[src/rtl/core/assert_macros.svh]
// Assertion helpers shared by the converter RTL.
// Each use expands to one labeled concurrent assertion, disabled while the
// active-low reset is asserted.
`ifndef ASSERT_MACROS_SVH
`define ASSERT_MACROS_SVH

// Same-cycle implication: cons must hold whenever ante holds.
`define ASSERT_IMPL(name, clk, rstn, ante, cons) \
    name: assert property (@(posedge clk) disable iff (!rstn) (ante) |-> (cons)) \
        else $error("%m: same-cycle check failed");

// Next-cycle implication: cons must hold in the cycle after ante.
`define ASSERT_NEXT(name, clk, rstn, ante, cons) \
    name: assert property (@(posedge clk) disable iff (!rstn) (ante) |=> (cons)) \
        else $error("%m: next-cycle check failed");

`endif

[src/rtl/core/rtc_pkg.sv]
// ---------------------------------------------------------------------------
// rtc_pkg: shared types and constants of the radix text converter
// Base codes, ASCII constants, the job flag struct and the digit encoder.
// ---------------------------------------------------------------------------
`timescale 1ns / 1ps

package rtc_pkg;

    // Input base selector codes
    localparam logic [1:0] ACT_DEC  = 2'd0;
    localparam logic [1:0] ACT_BIN  = 2'd1;
    localparam logic [1:0] ACT_HEX  = 2'd2;
    localparam logic [1:0] ACT_NONE = 2'd3;

    // Output representation codes
    localparam logic [1:0] REP_DEC = 2'd0;
    localparam logic [1:0] REP_HEX = 2'd1;
    localparam logic [1:0] REP_BIN = 2'd2;

    // ASCII constants
    localparam logic [7:0] CHAR_ZERO      = 8'h30;
    localparam logic [7:0] CHAR_ONE       = 8'h31;
    localparam logic [7:0] CHAR_NINE      = 8'h39;
    localparam logic [7:0] CHAR_LOWER_A   = 8'h61;
    localparam logic [7:0] CHAR_LOWER_F   = 8'h66;
    localparam logic [7:0] HEX_LETTER_OFS = 8'd39;

    // Entries in the job queue between front and back
    localparam int QUEUE_DEPTH = 2;

    // Per-number flags handed from front to back
    typedef struct packed {
        logic [1:0] action;
        logic       overflow;
        logic       bad;
    } job_flags_t;

    // Digit value 0..15 to lowercase ASCII
    function automatic logic [7:0] digit_to_char(input logic [3:0] d);
        logic [7:0] dx;
        dx = {4'b0000, d};
        if (d < 4'd10) begin
            return CHAR_ZERO + dx;
        end
        return CHAR_ZERO + HEX_LETTER_OFS + dx;
    endfunction

endpackage

[src/rtl/core/rtc_front.sv]
// ---------------------------------------------------------------------------
// rtc_front: digit intake and accumulator
// Decodes one ASCII digit per beat, scales and adds it into the running
// value, tracks overflow and bad digits, and posts a job on the last digit.
// ---------------------------------------------------------------------------
`timescale 1ns / 1ps
`include "assert_macros.svh"

module rtc_front #(
    parameter int VALUE_BITS = 32
) (
    input  logic                    aclk,
    input  logic                    aresetn,
    input  logic                    s_valid,
    output logic                    s_ready,
    input  logic [1:0]              s_action,
    input  logic [7:0]              s_digit_char,
    input  logic                    s_last_digit,
    input  logic                    q_ready,
    output logic                    push_valid,
    output logic [VALUE_BITS-1:0]   push_value,
    output rtc_pkg::job_flags_t     push_flags
);

    localparam int SW = VALUE_BITS + 5;

    logic [VALUE_BITS-1:0] acc_reg, acc_next;
    logic                  ovf_reg, ovf_next;
    logic                  bad_reg, bad_next;

    logic                  accept;
    logic                  digit_ok;
    logic [3:0]            digit_val;
    logic [SW-1:0]         acc_ext;
    logic [SW-1:0]         scaled;
    logic [SW-1:0]         sum;
    logic                  wrap;
    logic [VALUE_BITS-1:0] new_acc;
    logic                  new_ovf;
    logic                  new_bad;

    assign s_ready = q_ready;
    assign accept  = s_valid & s_ready;

    // Digit decode for the selected base
    always_comb begin
        digit_ok  = 1'b0;
        digit_val = 4'd0;
        case (s_action)
            rtc_pkg::ACT_DEC: begin
                if (s_digit_char inside {[rtc_pkg::CHAR_ZERO:rtc_pkg::CHAR_NINE]}) begin
                    digit_ok  = 1'b1;
                    digit_val = 4'(s_digit_char - rtc_pkg::CHAR_ZERO);
                end
            end
            rtc_pkg::ACT_BIN: begin
                if (s_digit_char inside {rtc_pkg::CHAR_ZERO, rtc_pkg::CHAR_ONE}) begin
                    digit_ok  = 1'b1;
                    digit_val = 4'(s_digit_char - rtc_pkg::CHAR_ZERO);
                end
            end
            rtc_pkg::ACT_HEX: begin
                if (s_digit_char inside {[rtc_pkg::CHAR_ZERO:rtc_pkg::CHAR_NINE]}) begin
                    digit_ok  = 1'b1;
                    digit_val = 4'(s_digit_char - rtc_pkg::CHAR_ZERO);
                end else if (s_digit_char inside
                             {[rtc_pkg::CHAR_LOWER_A:rtc_pkg::CHAR_LOWER_F]}) begin
                    digit_ok  = 1'b1;
                    digit_val = 4'(s_digit_char - rtc_pkg::CHAR_ZERO
                                   - rtc_pkg::HEX_LETTER_OFS);
                end
            end
            default: begin
                digit_ok  = 1'b0;
                digit_val = 4'd0;
            end
        endcase
    end

    // Scale by the radix with shifts and adds; carries above VALUE_BITS flag overflow
    always_comb begin
        acc_ext = SW'(acc_reg);
        case (s_action)
            rtc_pkg::ACT_DEC: scaled = (acc_ext << 3) + (acc_ext << 1);
            rtc_pkg::ACT_BIN: scaled = acc_ext << 1;
            rtc_pkg::ACT_HEX: scaled = acc_ext << 4;
            default:          scaled = acc_ext;
        endcase
        sum     = scaled + SW'(digit_val);
        wrap    = (sum[SW-1:VALUE_BITS] != '0);
        new_acc = sum[VALUE_BITS-1:0];
        new_ovf = ovf_reg | wrap;
        new_bad = bad_reg | ~digit_ok;
    end

    // Job hand-off on the last digit
    assign push_valid        = accept & s_last_digit;
    assign push_value        = new_acc;
    assign push_flags.action = s_action;
    assign push_flags.overflow = new_ovf;
    assign push_flags.bad    = new_bad;

    // Accumulator update
    always_comb begin
        acc_next = acc_reg;
        ovf_next = ovf_reg;
        bad_next = bad_reg;
        if (accept) begin
            if (s_last_digit) begin
                acc_next = '0;
                ovf_next = 1'b0;
                bad_next = 1'b0;
            end else begin
                acc_next = new_acc;
                ovf_next = new_ovf;
                bad_next = new_bad;
            end
        end
    end

    always_ff @(posedge aclk) begin
        if (!aresetn) begin
            acc_reg <= '0;
            ovf_reg <= 1'b0;
            bad_reg <= 1'b0;
        end else begin
            acc_reg <= acc_next;
            ovf_reg <= ovf_next;
            bad_reg <= bad_next;
        end
    end

    // A finished number leaves a clean accumulator behind
    `ASSERT_NEXT(a_acc_cleared, aclk, aresetn, accept && s_last_digit, acc_reg == '0 && !ovf_reg && !bad_reg)

endmodule

[src/rtl/core/rtc_queue.sv]
// ---------------------------------------------------------------------------
// rtc_queue: short job queue
// Holds finished numbers between the intake and the converter so that
// each side stalls on its own.
// ---------------------------------------------------------------------------
`timescale 1ns / 1ps
`include "assert_macros.svh"

module rtc_queue #(
    parameter int DW = 36
) (
    input  logic          aclk,
    input  logic          aresetn,
    input  logic          push_valid,
    input  logic [DW-1:0] push_data,
    output logic          push_ready,
    output logic          pop_valid,
    output logic [DW-1:0] pop_data,
    input  logic          pop
);

    localparam int DEPTH = rtc_pkg::QUEUE_DEPTH;
    localparam int PW    = (DEPTH > 1) ? $clog2(DEPTH) : 1;
    localparam int CW    = $clog2(DEPTH + 1);

    logic [DW-1:0] mem_reg [DEPTH];
    logic [PW-1:0] wr_ptr_reg, wr_ptr_next;
    logic [PW-1:0] rd_ptr_reg, rd_ptr_next;
    logic [CW-1:0] count_reg, count_next;

    logic do_push;
    logic do_pop;

    assign push_ready = (count_reg != CW'(DEPTH));
    assign pop_valid  = (count_reg != '0);
    assign pop_data   = mem_reg[rd_ptr_reg];
    assign do_push    = push_valid & push_ready;
    assign do_pop     = pop & pop_valid;

    // Pointer and fill bookkeeping
    always_comb begin
        wr_ptr_next = wr_ptr_reg;
        rd_ptr_next = rd_ptr_reg;
        count_next  = count_reg;
        if (do_push) begin
            wr_ptr_next = (wr_ptr_reg == PW'(DEPTH - 1)) ? '0 : wr_ptr_reg + 1'b1;
        end
        if (do_pop) begin
            rd_ptr_next = (rd_ptr_reg == PW'(DEPTH - 1)) ? '0 : rd_ptr_reg + 1'b1;
        end
        case ({do_push, do_pop})
            2'b10:   count_next = count_reg + 1'b1;
            2'b01:   count_next = count_reg - 1'b1;
            default: count_next = count_reg;
        endcase
    end

    always_ff @(posedge aclk) begin
        if (!aresetn) begin
            wr_ptr_reg <= '0;
            rd_ptr_reg <= '0;
            count_reg  <= '0;
        end else begin
            wr_ptr_reg <= wr_ptr_next;
            rd_ptr_reg <= rd_ptr_next;
            count_reg  <= count_next;
        end
    end

    // Entry storage
    always_ff @(posedge aclk) begin
        if (do_push) begin
            mem_reg[wr_ptr_reg] <= push_data;
        end
    end

    // The intake never offers a job into a full queue
    `ASSERT_IMPL(a_no_push_full, aclk, aresetn, push_valid, count_reg != CW'(DEPTH))

endmodule

[src/rtl/core/rtc_back.sv]
// ---------------------------------------------------------------------------
// rtc_back: digit stream generator
// Converts one queued value into two ASCII representations. Decimal goes
// through an iterative double-dabble pass; all digits then leave a shift
// register most significant first, leading zeros skipped.
// ---------------------------------------------------------------------------
`timescale 1ns / 1ps
`include "assert_macros.svh"

module rtc_back #(
    parameter int VALUE_BITS = 32
) (
    input  logic                  aclk,
    input  logic                  aresetn,
    input  logic                  job_valid,
    input  logic [VALUE_BITS-1:0] job_value,
    input  rtc_pkg::job_flags_t   job_flags,
    output logic                  job_pop,
    output logic                  m_valid,
    input  logic                  m_ready,
    output logic [7:0]            m_out_char,
    output logic [1:0]            m_out_base,
    output logic                  m_end_of_number,
    output logic                  m_overflow,
    output logic                  m_bad_digit,
    output logic                  m_last
);

    // Decimal digits of 2^VALUE_BITS-1 (log10(2) ~ 0.30103), hex digits, register width
    localparam int ND = (VALUE_BITS * 30103) / 100000 + 1;
    localparam int NH = (VALUE_BITS + 3) / 4;
    localparam int W  = 4 * ND;
    localparam int CW = $clog2(VALUE_BITS + 1);

    typedef enum logic [1:0] {
        ST_IDLE,
        ST_DABBLE,
        ST_SKIP,
        ST_EMIT
    } state_t;

    state_t                state_reg, state_next;
    logic [1:0]            rep_reg, rep_next;
    logic                  second_reg, second_next;
    logic [VALUE_BITS-1:0] value_reg, value_next;
    logic [VALUE_BITS-1:0] bin_sh_reg, bin_sh_next;
    logic [W-1:0]          sr_reg, sr_next;
    logic [CW-1:0]         cnt_reg, cnt_next;
    rtc_pkg::job_flags_t   flags_reg, flags_next;

    logic                  m_valid_reg, m_valid_next;
    logic [7:0]            m_char_reg, m_char_next;
    logic [1:0]            m_base_reg, m_base_next;
    logic                  m_end_reg, m_end_next;
    logic                  m_ovf_reg, m_ovf_next;
    logic                  m_bad_reg, m_bad_next;
    logic                  m_last_reg, m_last_next;

    logic                  emit_free;
    logic [3:0]            top_digit;
    logic [W-1:0]          sr_shifted;
    logic [W-1:0]          bcd_adj;
    logic                  start_rep;
    logic [1:0]            start_code;
    logic [VALUE_BITS-1:0] start_val;

    // First and second representation for a given input base
    function automatic logic [1:0] first_rep(input logic [1:0] act);
        return (act == rtc_pkg::ACT_DEC) ? rtc_pkg::REP_HEX : rtc_pkg::REP_DEC;
    endfunction

    function automatic logic [1:0] second_rep(input logic [1:0] act);
        return (act == rtc_pkg::ACT_DEC || act == rtc_pkg::ACT_HEX) ?
               rtc_pkg::REP_BIN : rtc_pkg::REP_HEX;
    endfunction

    assign emit_free = ~m_valid_reg | m_ready;

    // Leading digit and one-digit shift of the output register
    always_comb begin
        if (rep_reg == rtc_pkg::REP_BIN) begin
            top_digit  = {3'b000, sr_reg[W-1]};
            sr_shifted = sr_reg << 1;
        end else begin
            top_digit  = sr_reg[W-1 -: 4];
            sr_shifted = sr_reg << 4;
        end
    end

    // Double-dabble add-3 correction, one per BCD digit
    always_comb begin
        for (int i = 0; i < ND; i++) begin
            bcd_adj[4*i +: 4] = (sr_reg[4*i +: 4] >= 4'd5) ? sr_reg[4*i +: 4] + 4'd3
                                                           : sr_reg[4*i +: 4];
        end
    end

    // Sequencer
    always_comb begin
        state_next   = state_reg;
        rep_next     = rep_reg;
        second_next  = second_reg;
        value_next   = value_reg;
        bin_sh_next  = bin_sh_reg;
        sr_next      = sr_reg;
        cnt_next     = cnt_reg;
        flags_next   = flags_reg;
        m_valid_next = m_valid_reg;
        m_char_next  = m_char_reg;
        m_base_next  = m_base_reg;
        m_end_next   = m_end_reg;
        m_ovf_next   = m_ovf_reg;
        m_bad_next   = m_bad_reg;
        m_last_next  = m_last_reg;
        job_pop      = 1'b0;
        start_rep    = 1'b0;
        start_code   = rtc_pkg::REP_DEC;
        start_val    = value_reg;

        // Output slot drains on a taken beat
        if (m_valid_reg && m_ready) begin
            m_valid_next = 1'b0;
        end

        case (state_reg)
            ST_IDLE: begin
                if (job_valid) begin
                    job_pop     = 1'b1;
                    value_next  = job_value;
                    flags_next  = job_flags;
                    second_next = 1'b0;
                    start_rep   = 1'b1;
                    start_code  = first_rep(job_flags.action);
                    start_val   = job_value;
                end
            end
            ST_DABBLE: begin
                sr_next     = {bcd_adj[W-2:0], bin_sh_reg[VALUE_BITS-1]};
                bin_sh_next = bin_sh_reg << 1;
                cnt_next    = cnt_reg - 1'b1;
                if (cnt_reg == CW'(1)) begin
                    cnt_next   = CW'(ND);
                    state_next = ST_SKIP;
                end
            end
            ST_SKIP: begin
                if (top_digit == 4'd0 && cnt_reg > CW'(1)) begin
                    sr_next  = sr_shifted;
                    cnt_next = cnt_reg - 1'b1;
                end else begin
                    state_next = ST_EMIT;
                end
            end
            ST_EMIT: begin
                if (emit_free) begin
                    m_valid_next = 1'b1;
                    m_char_next  = rtc_pkg::digit_to_char(top_digit);
                    m_base_next  = rep_reg;
                    m_end_next   = (cnt_reg == CW'(1));
                    m_last_next  = (cnt_reg == CW'(1)) && second_reg;
                    m_ovf_next   = flags_reg.overflow;
                    m_bad_next   = flags_reg.bad;
                    sr_next      = sr_shifted;
                    cnt_next     = cnt_reg - 1'b1;
                    if (cnt_reg == CW'(1)) begin
                        if (second_reg) begin
                            state_next = ST_IDLE;
                        end else begin
                            second_next = 1'b1;
                            start_rep   = 1'b1;
                            start_code  = second_rep(flags_reg.action);
                            start_val   = value_reg;
                        end
                    end
                end
            end
            default: begin
                state_next = ST_IDLE;
            end
        endcase

        // Load the shift register for the next representation
        if (start_rep) begin
            rep_next = start_code;
            case (start_code)
                rtc_pkg::REP_DEC: begin
                    sr_next     = '0;
                    bin_sh_next = start_val;
                    cnt_next    = CW'(VALUE_BITS);
                    state_next  = ST_DABBLE;
                end
                rtc_pkg::REP_HEX: begin
                    sr_next    = W'(start_val) << (W - 4 * NH);
                    cnt_next   = CW'(NH);
                    state_next = ST_SKIP;
                end
                default: begin
                    sr_next    = W'(start_val) << (W - VALUE_BITS);
                    cnt_next   = CW'(VALUE_BITS);
                    state_next = ST_SKIP;
                end
            endcase
        end
    end

    // State and registered outputs
    always_ff @(posedge aclk) begin
        if (!aresetn) begin
            state_reg   <= ST_IDLE;
            m_valid_reg <= 1'b0;
            second_reg  <= 1'b0;
            cnt_reg     <= '0;
            rep_reg     <= rtc_pkg::REP_DEC;
        end else begin
            state_reg   <= state_next;
            m_valid_reg <= m_valid_next;
            second_reg  <= second_next;
            cnt_reg     <= cnt_next;
            rep_reg     <= rep_next;
        end
        value_reg  <= value_next;
        bin_sh_reg <= bin_sh_next;
        sr_reg     <= sr_next;
        flags_reg  <= flags_next;
        m_char_reg <= m_char_next;
        m_base_reg <= m_base_next;
        m_end_reg  <= m_end_next;
        m_ovf_reg  <= m_ovf_next;
        m_bad_reg  <= m_bad_next;
        m_last_reg <= m_last_next;
    end

    assign m_valid         = m_valid_reg;
    assign m_out_char      = m_char_reg;
    assign m_out_base      = m_base_reg;
    assign m_end_of_number = m_end_reg;
    assign m_overflow      = m_ovf_reg;
    assign m_bad_digit     = m_bad_reg;
    assign m_last          = m_last_reg;

    // The run's final beat also closes its representation
    `ASSERT_IMPL(a_last_has_end, aclk, aresetn, m_valid_reg && m_last_reg, m_end_reg)
    // Emitting the final digit returns to idle with that beat on the port
    `ASSERT_NEXT(a_final_to_idle, aclk, aresetn, state_reg == ST_EMIT && emit_free && cnt_reg == CW'(1) && second_reg, state_reg == ST_IDLE && m_valid_reg && m_last_reg)

endmodule

[src/rtl/core/radix_text_converter.sv]
// ---------------------------------------------------------------------------
// radix_text_converter: ASCII number to the other two radix representations
// Digits enter most significant first; on the last digit the value leaves
// as two ASCII digit streams (hex lowercase, leading zeros suppressed).
// ---------------------------------------------------------------------------
//  channel | direction | handshake          | beat carries
//  s_      | in        | s_valid / s_ready  | action, digit_char, last_digit
//  m_      | out       | m_valid / m_ready  | out_char, out_base, end_of_number,
//          |           |                    | overflow, bad_digit, last
//
// Digits are taken one per cycle while the two-entry job queue has room.
// Per number the converter pops the job; per representation it runs a
// double-dabble pass (decimal only), skips the leading zeros and then emits
// each digit while m_ready allows.
// Reset is synchronous and active low; no clearing pass is needed.
// Output stalls hold the converter; a full queue holds the digit input.
// ---------------------------------------------------------------------------
`timescale 1ns / 1ps

module radix_text_converter #(
    parameter int VALUE_BITS = 32
) (
    input  logic       aclk,
    input  logic       aresetn,
    input  logic       s_valid,
    output logic       s_ready,
    input  logic [1:0] s_action,
    input  logic [7:0] s_digit_char,
    input  logic       s_last_digit,
    output logic       m_valid,
    input  logic       m_ready,
    output logic [7:0] m_out_char,
    output logic [1:0] m_out_base,
    output logic       m_end_of_number,
    output logic       m_overflow,
    output logic       m_bad_digit,
    output logic       m_last
);

    localparam int FW = $bits(rtc_pkg::job_flags_t);
    localparam int DW = VALUE_BITS + FW;

    logic                  push_valid;
    logic                  push_ready;
    logic [VALUE_BITS-1:0] push_value;
    rtc_pkg::job_flags_t   push_flags;
    logic                  job_valid;
    logic                  job_pop;
    logic [DW-1:0]         job_data;
    logic [VALUE_BITS-1:0] job_value;
    rtc_pkg::job_flags_t   job_flags;

    // Intake and accumulation
    rtc_front #(
        .VALUE_BITS (VALUE_BITS)
    ) u_front (
        .aclk         (aclk),
        .aresetn      (aresetn),
        .s_valid      (s_valid),
        .s_ready      (s_ready),
        .s_action     (s_action),
        .s_digit_char (s_digit_char),
        .s_last_digit (s_last_digit),
        .q_ready      (push_ready),
        .push_valid   (push_valid),
        .push_value   (push_value),
        .push_flags   (push_flags)
    );

    // Job queue between the two halves
    rtc_queue #(
        .DW (DW)
    ) u_queue (
        .aclk       (aclk),
        .aresetn    (aresetn),
        .push_valid (push_valid),
        .push_data  ({push_value, push_flags}),
        .push_ready (push_ready),
        .pop_valid  (job_valid),
        .pop_data   (job_data),
        .pop        (job_pop)
    );

    assign job_value = job_data[DW-1:FW];
    assign job_flags = rtc_pkg::job_flags_t'(job_data[FW-1:0]);

    // Conversion and digit output
    rtc_back #(
        .VALUE_BITS (VALUE_BITS)
    ) u_back (
        .aclk            (aclk),
        .aresetn         (aresetn),
        .job_valid       (job_valid),
        .job_value       (job_value),
        .job_flags       (job_flags),
        .job_pop         (job_pop),
        .m_valid         (m_valid),
        .m_ready         (m_ready),
        .m_out_char      (m_out_char),
        .m_out_base      (m_out_base),
        .m_end_of_number (m_end_of_number),
        .m_overflow      (m_overflow),
        .m_bad_digit     (m_bad_digit),
        .m_last          (m_last)
    );

endmodule
[config.mk]
export PLATFORM = sky130hd
export DESIGN_NAME = radix_text_converter
export DESIGN_NICKNAME = d
export VERILOG_FILES = /design/src/rtl/core/rtc_pkg.sv /design/src/rtl/core/rtc_front.sv /design/src/rtl/core/rtc_queue.sv /design/src/rtl/core/rtc_back.sv /design/src/rtl/core/radix_text_converter.sv
export VERILOG_INCLUDE_DIRS = /design/src /design/src/rtl/core
export SDC_FILE = /design/constraint.sdc
export NUM_CORES = 1
export LEC_CHECK = 0
export ABC_AREA = 1
export BUFFER_PORTS_ARGS = -buffer_cell sky130_fd_sc_hd__buf_2
export CORE_ASPECT_RATIO = 1.25
export CORE_MARGIN = 2
export CORE_UTILIZATION = 60
export CTS_BUF_LIST = sky130_fd_sc_hd__clkbuf_4
export CTS_CLUSTER_DIAMETER = 60
export DETAILED_ROUTE_END_ITERATION = 8
export MAX_ROUTING_LAYER = met4
export PLACE_DENSITY = 0.8
export SLEW_MARGIN = 15
export SYNTH_ARGS = -nofsm -noshare
export SYNTH_HDL_FRONTEND = slang
export SYNTH_HIERARCHICAL = 1
export SYNTH_SLANG_ARGS = --single-unit
[constraint.sdc]
create_clock -name aclk -period 3.82 [get_ports aclk]
set_input_delay 0.191 -clock aclk [delete_from_list [all_inputs] [get_ports aclk]]
set_output_delay 0.191 -clock aclk [all_outputs]
set_load 0.1 [all_outputs]
==> results.sh, run 1 <==
export IMPL_cp_slowest_cell="dfxtp_1"
export IMPL_critPathCaptureType="flip-flop"
export IMPL_crit_chain="ha_1 > nand2_1 > inv_1 > nand2_1 > nand2_1 > inv_1 > nand3_1 > buf_4 > nand2_1 > nand3_1 > a21oi_2 > nand3_1 > nor3_1 > nand4_1 > and2_1"
export IMPL_crit_arrival_ns=4.07
export IMPL_cts_sinks=243
export IMPL_htreeDepth=2
export IMPL_cpPeakStageDelay_ns=0.51
export IMPL_grt_pass1_wl_mm=68.8
export IMPL_endpoint="u_queue/mem_reg[0][35]$_DFFE_PP_"
export IMPL_clockBufferDepth=3
export IMPL_clk_pin_slew_ns=0.09
export IMPL_ant_nets=0
export IMPL_core_rowCount=67
export IMPL_cts_root_buffer="clkbuf_4"
export IMPL_antenna_found_initial=1
export IMPL_async_flop_share=0
export IMPL_wirelength_mm=42.6
export IMPL_syn_nets=2296
export IMPL_grt_pass1_vias=14600
export IMPL_firstDrtPassIters=5
export IMPL_path_depth=15
export IMPL_max_slew_margin=0.235
export IMPL_startpoint="u_front/acc_reg[10]$_SDFFE_PN0P_"
export IMPL_ys_seq_area_frac=0.378
export IMPL_synth_flop_cell="edfxtp_1"
export IMPL_grt_overflow=0
export IMPL_num_vias=14800
export IMPL_start_kind="flip-flop"
export IMPL_drt_vias_per_instance=5.50
export IMPL_status="finished clean"
export IMPL_cpMostUsedCell="nand2_1"
export IMPL_max_freq_mhz=273
export IMPL_maxCapViolations=0
export IMPL_syn_avg_cell_area_um2=7.35
export IMPL_io_buffer_count=29
export IMPL_fin_crit_ns=3.66
export IMPL_layout_cells_most_common="nand2_1"
export IMPL_hold_depth=5
export IMPL_fin_cells=2686
export IMPL_min_path_type="in2reg"
export IMPL_core_um2=26700
export IMPL_yosys_warnings=6
export IMPL_fin_skew_ns=0.0573
export IMPL_grtUsageTotal=0.310
export IMPL_cp_top_family="simple AND/OR/NAND/NOR gates"
export IMPL_cp_buffers_inverters=3
export IMPL_r2r_setup_slack_ns=0.16
export IMPL_final_cell_mix="nand2_1, inv_1, nor2_1"
export IMPL_drive_above_1_share=0.127
export IMPL_cts_setup_buffers=0
export IMPL_synthToLayoutAreaGrowth_pct=8.88
export IMPL_cts_buffers=54
export IMPL_finalNetCount=2376
export IMPL_drtIter0Drc=878
export IMPL_irDropWorstVdd_v=0.000335
export IMPL_crit_fanout=6
export IMPL_clk_latency_ns=0.71
export IMPL_tightest_slew_ns=1.15
export IMPL_wl_per_cell_um=15.9
export IMPL_ff2ff_path_depth=15
export IMPL_ys_ff_latch=243
export IMPL_io_pins=31
export IMPL_synth_area_um2=16300
export IMPL_die_area_um2=28500
export IMPL_dp_hpwl_mm=32.3
export IMPL_gp_congestion=0.957
export IMPL_largest_reg_flops=72
export IMPL_fillers=2325
export IMPL_slew_violations=0
export IMPL_finalCritPeriodShare=0.957
export IMPL_reg2reg_from="u_front/acc_reg[10]$_SDFFE_PN0P_"
export IMPL_p_leak_nw=8.18
export IMPL_final_setup_viol_count=0
export IMPL_drc=0
export IMPL_utilization=0.663
export IMPL_crit_required_ns=4.23
export IMPL_criticalPathCategory="reg2reg"
export IMPL_synth_edf_count=128
export IMPL_powerDensity_nw_per_um2=594
export IMPL_ys_types=58
export IMPL_hold_viol=0
export IMPL_start_util=0.609
export IMPL_cts_tree="done"
export IMPL_r2r_end="u_queue/mem_reg[0][35]$_DFFE_PP_"
export IMPL_die_w_um=151
export IMPL_grt_max_degree=63
export IMPL_rsz0062_at_grt="yes"
export IMPL_syn_inst=2214
export IMPL_die_h_um=188
export IMPL_post_place_cells=2577
## synth_stat cells (7+ instances only)
master,count,share of area
dfxtp_1,115,0.14
buf_6,10,0.0069
nor2_4,8,0.0055
ha_1,65,0.050
mux2_4,30,0.028
clkbuf_1,37,0.0085
buf_4,13,0.0060
mux2i_1,30,0.018
a21oi_1,105,0.032
o22ai_1,13,0.0050
inv_2,8,0.0018
o21ai_2,8,0.0043
o21ai_1,41,0.013
buf_2,9,0.0028
nand4_1,26,0.010
and2_1,21,0.0081
nor2_2,12,0.0046
nor3_1,13,0.0040
inv_1,277,0.064
o21ai_0,148,0.046
nor2_1,190,0.044
edfxtp_1,128,0.24
nand2_2,9,0.0035
xor2_1,34,0.018
nand3_1,109,0.034
nand3b_1,7,0.0032
nand2_1,671,0.15
a221oi_1,13,0.0070
## metrics by stage
stage                     setup slack [ns]  setup TNS, ns  hold WS, ns  total power [W]  area, um^2
final                                0.163              0        0.112           0.0105       17700
after global routing             -0.000367      -0.000631        0.119           0.0113       17700
after CTS                            0.206              0       0.0183           0.0105       17700
after detailed placement           -0.0965         -0.393        0.443          0.00838       16900
after global placement               0.127              0        0.433          0.00818       16900
after floorplan                     0.0176              0        0.311          0.00743       16300
## power by group
group | total [W] | leakage, nW | internal [W] | switching, W
Combinational | 0.00428 | 5.57 | 0.00150 | 0.00278
Sequential | 0.00413 | 2.16 | 0.00369 | 0.000442
Clock | 0.00212 | 0.442 | 0.00109 | 0.00103
## layer usage
| metal | global-route usage | share of wire | vias up |
|---|---|---|---|
| met3 | 0.0333 | 0.037 | 111 |
| met1 | 0.319 | 0.38 | 6880 |
| met2 | 0.573 | 0.53 | 384 |
| li1 | - | - | 7395 |
| met5 | - | 0 | - |
| met4 | 0.152 | 0.046 | 0 |
## final cells by class
cell class              instances  area [um^2]  area share
multi-input cells            1610         8630       0.487
flip-flops and latches        243         6150       0.347
inverters                     288         1080      0.0612
repair buffers                 97          683      0.0386
clock buffers                  78          586      0.0330
well taps                     345          432      0.0244
clock inverters                24          160     0.00904
diodes                          1         2.50    0.000141
## kinds of logic after synthesis
group / share of synthesized area
fa+ha+maj: 0.0524
xor+xnor: 0.0245
buf+inv: 0.0949
mux: 0.0503
simple gates: 0.285
flops: 0.378
other cells: 0.000692
compound gates: 0.115
## worst min-delay path by stage
stage | slack [ns] | endpoint | start
finish | 0.11 | u_front/acc_reg[0]$_SDFFE_PN0P_ | s_valid
global route | 0.12 | u_front/acc_reg[10]$_SDFFE_PN0P_ | s_valid
CTS | 0.02 | u_front/acc_reg[12]$_SDFFE_PN0P_ | s_valid
detailed placement | 0.44 | u_back/m_bad_digit$_DFFE_PP_ | u_back/flags_reg[0]$_DFFE_PP_
global placement | 0.43 | u_back/m_bad_digit$_DFFE_PP_ | u_back/flags_reg[0]$_DFFE_PP_
floorplan | 0.31 | u_queue/wr_ptr_reg$_SDFFE_PN0N_ | aresetn
## tightest hold or removal path, delay by kind of cell
family                 cells  cell delay, ns
buffers and inverters      2            0.34
AOI/OAI and AO/OA          1            0.05
and+or+nand+nor            2            0.16
## timing repair
action                                  in CTS  in global routing
hold buffers                                 6                  0
endpoints found under the setup margin       0                  3
gates resized for setup                      0                  6
endpoints found under the hold margin       22                  0
(Power assumes the default switching activity.)
==> run 2: changes to the inputs <==
--- a/config.mk
+++ b/config.mk
@@ -14,7 +14,6 @@
 export CTS_BUF_LIST = sky130_fd_sc_hd__clkbuf_4
 export CTS_CLUSTER_DIAMETER = 60
 export DETAILED_ROUTE_END_ITERATION = 8
-export MAX_ROUTING_LAYER = met4
 export PLACE_DENSITY = 0.8
 export SLEW_MARGIN = 15
 export SYNTH_ARGS = -nofsm -noshare
==> results.sh, run 2 (same netlist as run 1, synthesis figures left out) <==
export IMPL_drtIter0Drc=994
export IMPL_core_um2=26700
export IMPL_largest_reg_flops=72
export IMPL_cts_sinks=243
export IMPL_cts_buffers=53
export IMPL_maxCapViolations=0
export IMPL_clk_latency_ns=0.69
export IMPL_cts_root_buffer="clkbuf_4"
export IMPL_grtUsageTotal=0.295
export IMPL_min_path_type="in2reg"
export IMPL_cts_tree="done"
export IMPL_tightest_slew_ns=1.14
export IMPL_clk_pin_slew_ns=0.07
export IMPL_grt_pass1_vias=14400
export IMPL_busiest_layer="met2"
export IMPL_start_kind="primary input"
export IMPL_fin_hold_ws_ns=0.0915
export IMPL_cp_slowest_cell="dlygate4sd3_1"
export IMPL_final_setup_viol_count=0
export IMPL_cp_top_family="simple AND/OR/NAND/NOR gates"
export IMPL_drt_vias_per_instance=5.50
export IMPL_powerDensity_nw_per_um2=590
export IMPL_wirelength_mm=41.4
export IMPL_status="finished clean"
export IMPL_multi_input_area_um2=8630
export IMPL_synthToLayoutAreaGrowth_pct=8.00
export IMPL_fin_crit_ns=3.52
export IMPL_ant_nets=0
export IMPL_wl_per_cell_um=15.5
export IMPL_die_h_um=188
export IMPL_layout_cells_most_common="nand2_1"
export IMPL_core_rowCount=67
export IMPL_die_area_um2=28500
export IMPL_io_buffer_count=29
export IMPL_finalSetupTns_ns=0
export IMPL_slew_violations=0
export IMPL_criticalPathCategory="in2reg"
export IMPL_irDropWorstVdd_v=0.000420
export IMPL_use_met1=0.331
export IMPL_r2r_setup_slack_ns=0.34
export IMPL_fin_skew_ns=0.0546
export IMPL_finalCritPeriodShare=0.921
export IMPL_crit_required_ns=4.22
export IMPL_use_met3=0.0324
export IMPL_max_freq_mhz=284
export IMPL_utilization=0.657
export IMPL_dp_hpwl_mm=31.2
export IMPL_finalNetCount=2363
export IMPL_grt_pass1_wl_mm=67.9
export IMPL_clockBufferDepth=3
export IMPL_hold_viol=0
export IMPL_max_slew_margin=0.239
export IMPL_antenna_found_initial=1
export IMPL_grtUsageMet2=0.539
export IMPL_firstDrtPassIters=5
export IMPL_drc=0
export IMPL_fillers=2288
export IMPL_power_w=0.0104
export IMPL_drive_above_1_share=0.125
export IMPL_final_cell_mix="nand2_1, inv_1, nor2_1"
export IMPL_seqCellArea_um2=6150
export IMPL_grt_overflow=0
export IMPL_p_leak_nw=8.09
export IMPL_critPathCaptureType="flip-flop"
export IMPL_crit_chain="dlygate4sd3_1 > buf_2 > inv_2 > buf_4 > nand2_2 > a21oi_1 > nand2_1 > o22ai_1 > ha_1 > a21o_1 > and2_1 > o21ai_2 > nor2_1 > nand2_1 > nor2_2 > nand3_2 > nor2_1 > nand3_1 > nor2_1 > nand4_1 > inv_1 > nand2_1 > and2_1"
export IMPL_start_util=0.609
export IMPL_crit_fanout=12
export IMPL_io_pins=31
export IMPL_gp_congestion=0.956
export IMPL_crit_arrival_ns=3.92
export IMPL_htreeDepth=2
export IMPL_cp_buffers_inverters=5
export IMPL_die_w_um=151
export IMPL_num_vias=14700
export IMPL_grt_max_degree=63
export IMPL_cpPeakStageDelay_ns=0.53
## run 2: repair_timing
| action | CTS | global route |
|---|---|---|
| endpoints found under the hold margin | 21 | 0 |
| gates resized for setup | 0 | 11 |
| setup buffers | 0 | 0 |
| endpoints found under the setup margin | 0 | 16 |
| hold buffers | 5 | 0 |
## run 2: area by class of cell
class / instances / share of cell area
clock inverter: 14 / 0.00356
antenna: 1 / 0.000142
inverter: 288 / 0.0617
clock buffer: 85 / 0.0363
multi-input combinational: 1610 / 0.491
timing repair buffer: 85 / 0.0329
tap: 345 / 0.0246
sequential: 243 / 0.350
## run 2: metal layers
metal	vias to the layer above	routed length, um
met1	6771	16000
met2	420	21500
met5	-	0
met4	0	2240
met3	134	1710
li1	7356	-
## run 2: tightest hold or removal path: stages
cell	delay, ns
buf_2	0.10
nor2_2	0.04
buf_4	0.23
nand2_1	0.10
a21oi_1	0.05
## run 2: worst paths after layout
check,from,to,cells after the start
worst max-delay path,s_action[0],u_queue/mem_reg[1][31]$_DFFE_PP_,23
worst min-delay path,s_last_digit,u_front/acc_reg[1]$_SDFFE_PN0P_,5
worst min register to register,u_back/flags_reg[1]$_DFFE_PP_,u_back/m_overflow$_DFFE_PP_,0
worst max register to register,u_front/acc_reg[0]$_SDFFE_PN0P_,u_queue/mem_reg[1][31]$_DFFE_PP_,18
## run 2: report_power, final
| group | leakage [nW] | switching [W] | internal [W] |
|---|---|---|---|
| combinational | 5.51 | 0.00277 | 0.00147 |
| sequential | 2.16 | 0.000436 | 0.00369 |
| clock | 0.420 | 0.000992 | 0.00101 |
## run 2: stage by stage
stage	area, um^2	std cells	setup WS, ns
floorplan	16300	2214	0.0176
global placement	16800	2566	0.135
detailed placement	16800	2566	-0.0268
CTS	17500	2670	0.215
global route	17600	2671	-0.00931
finish	17600	2671	0.301
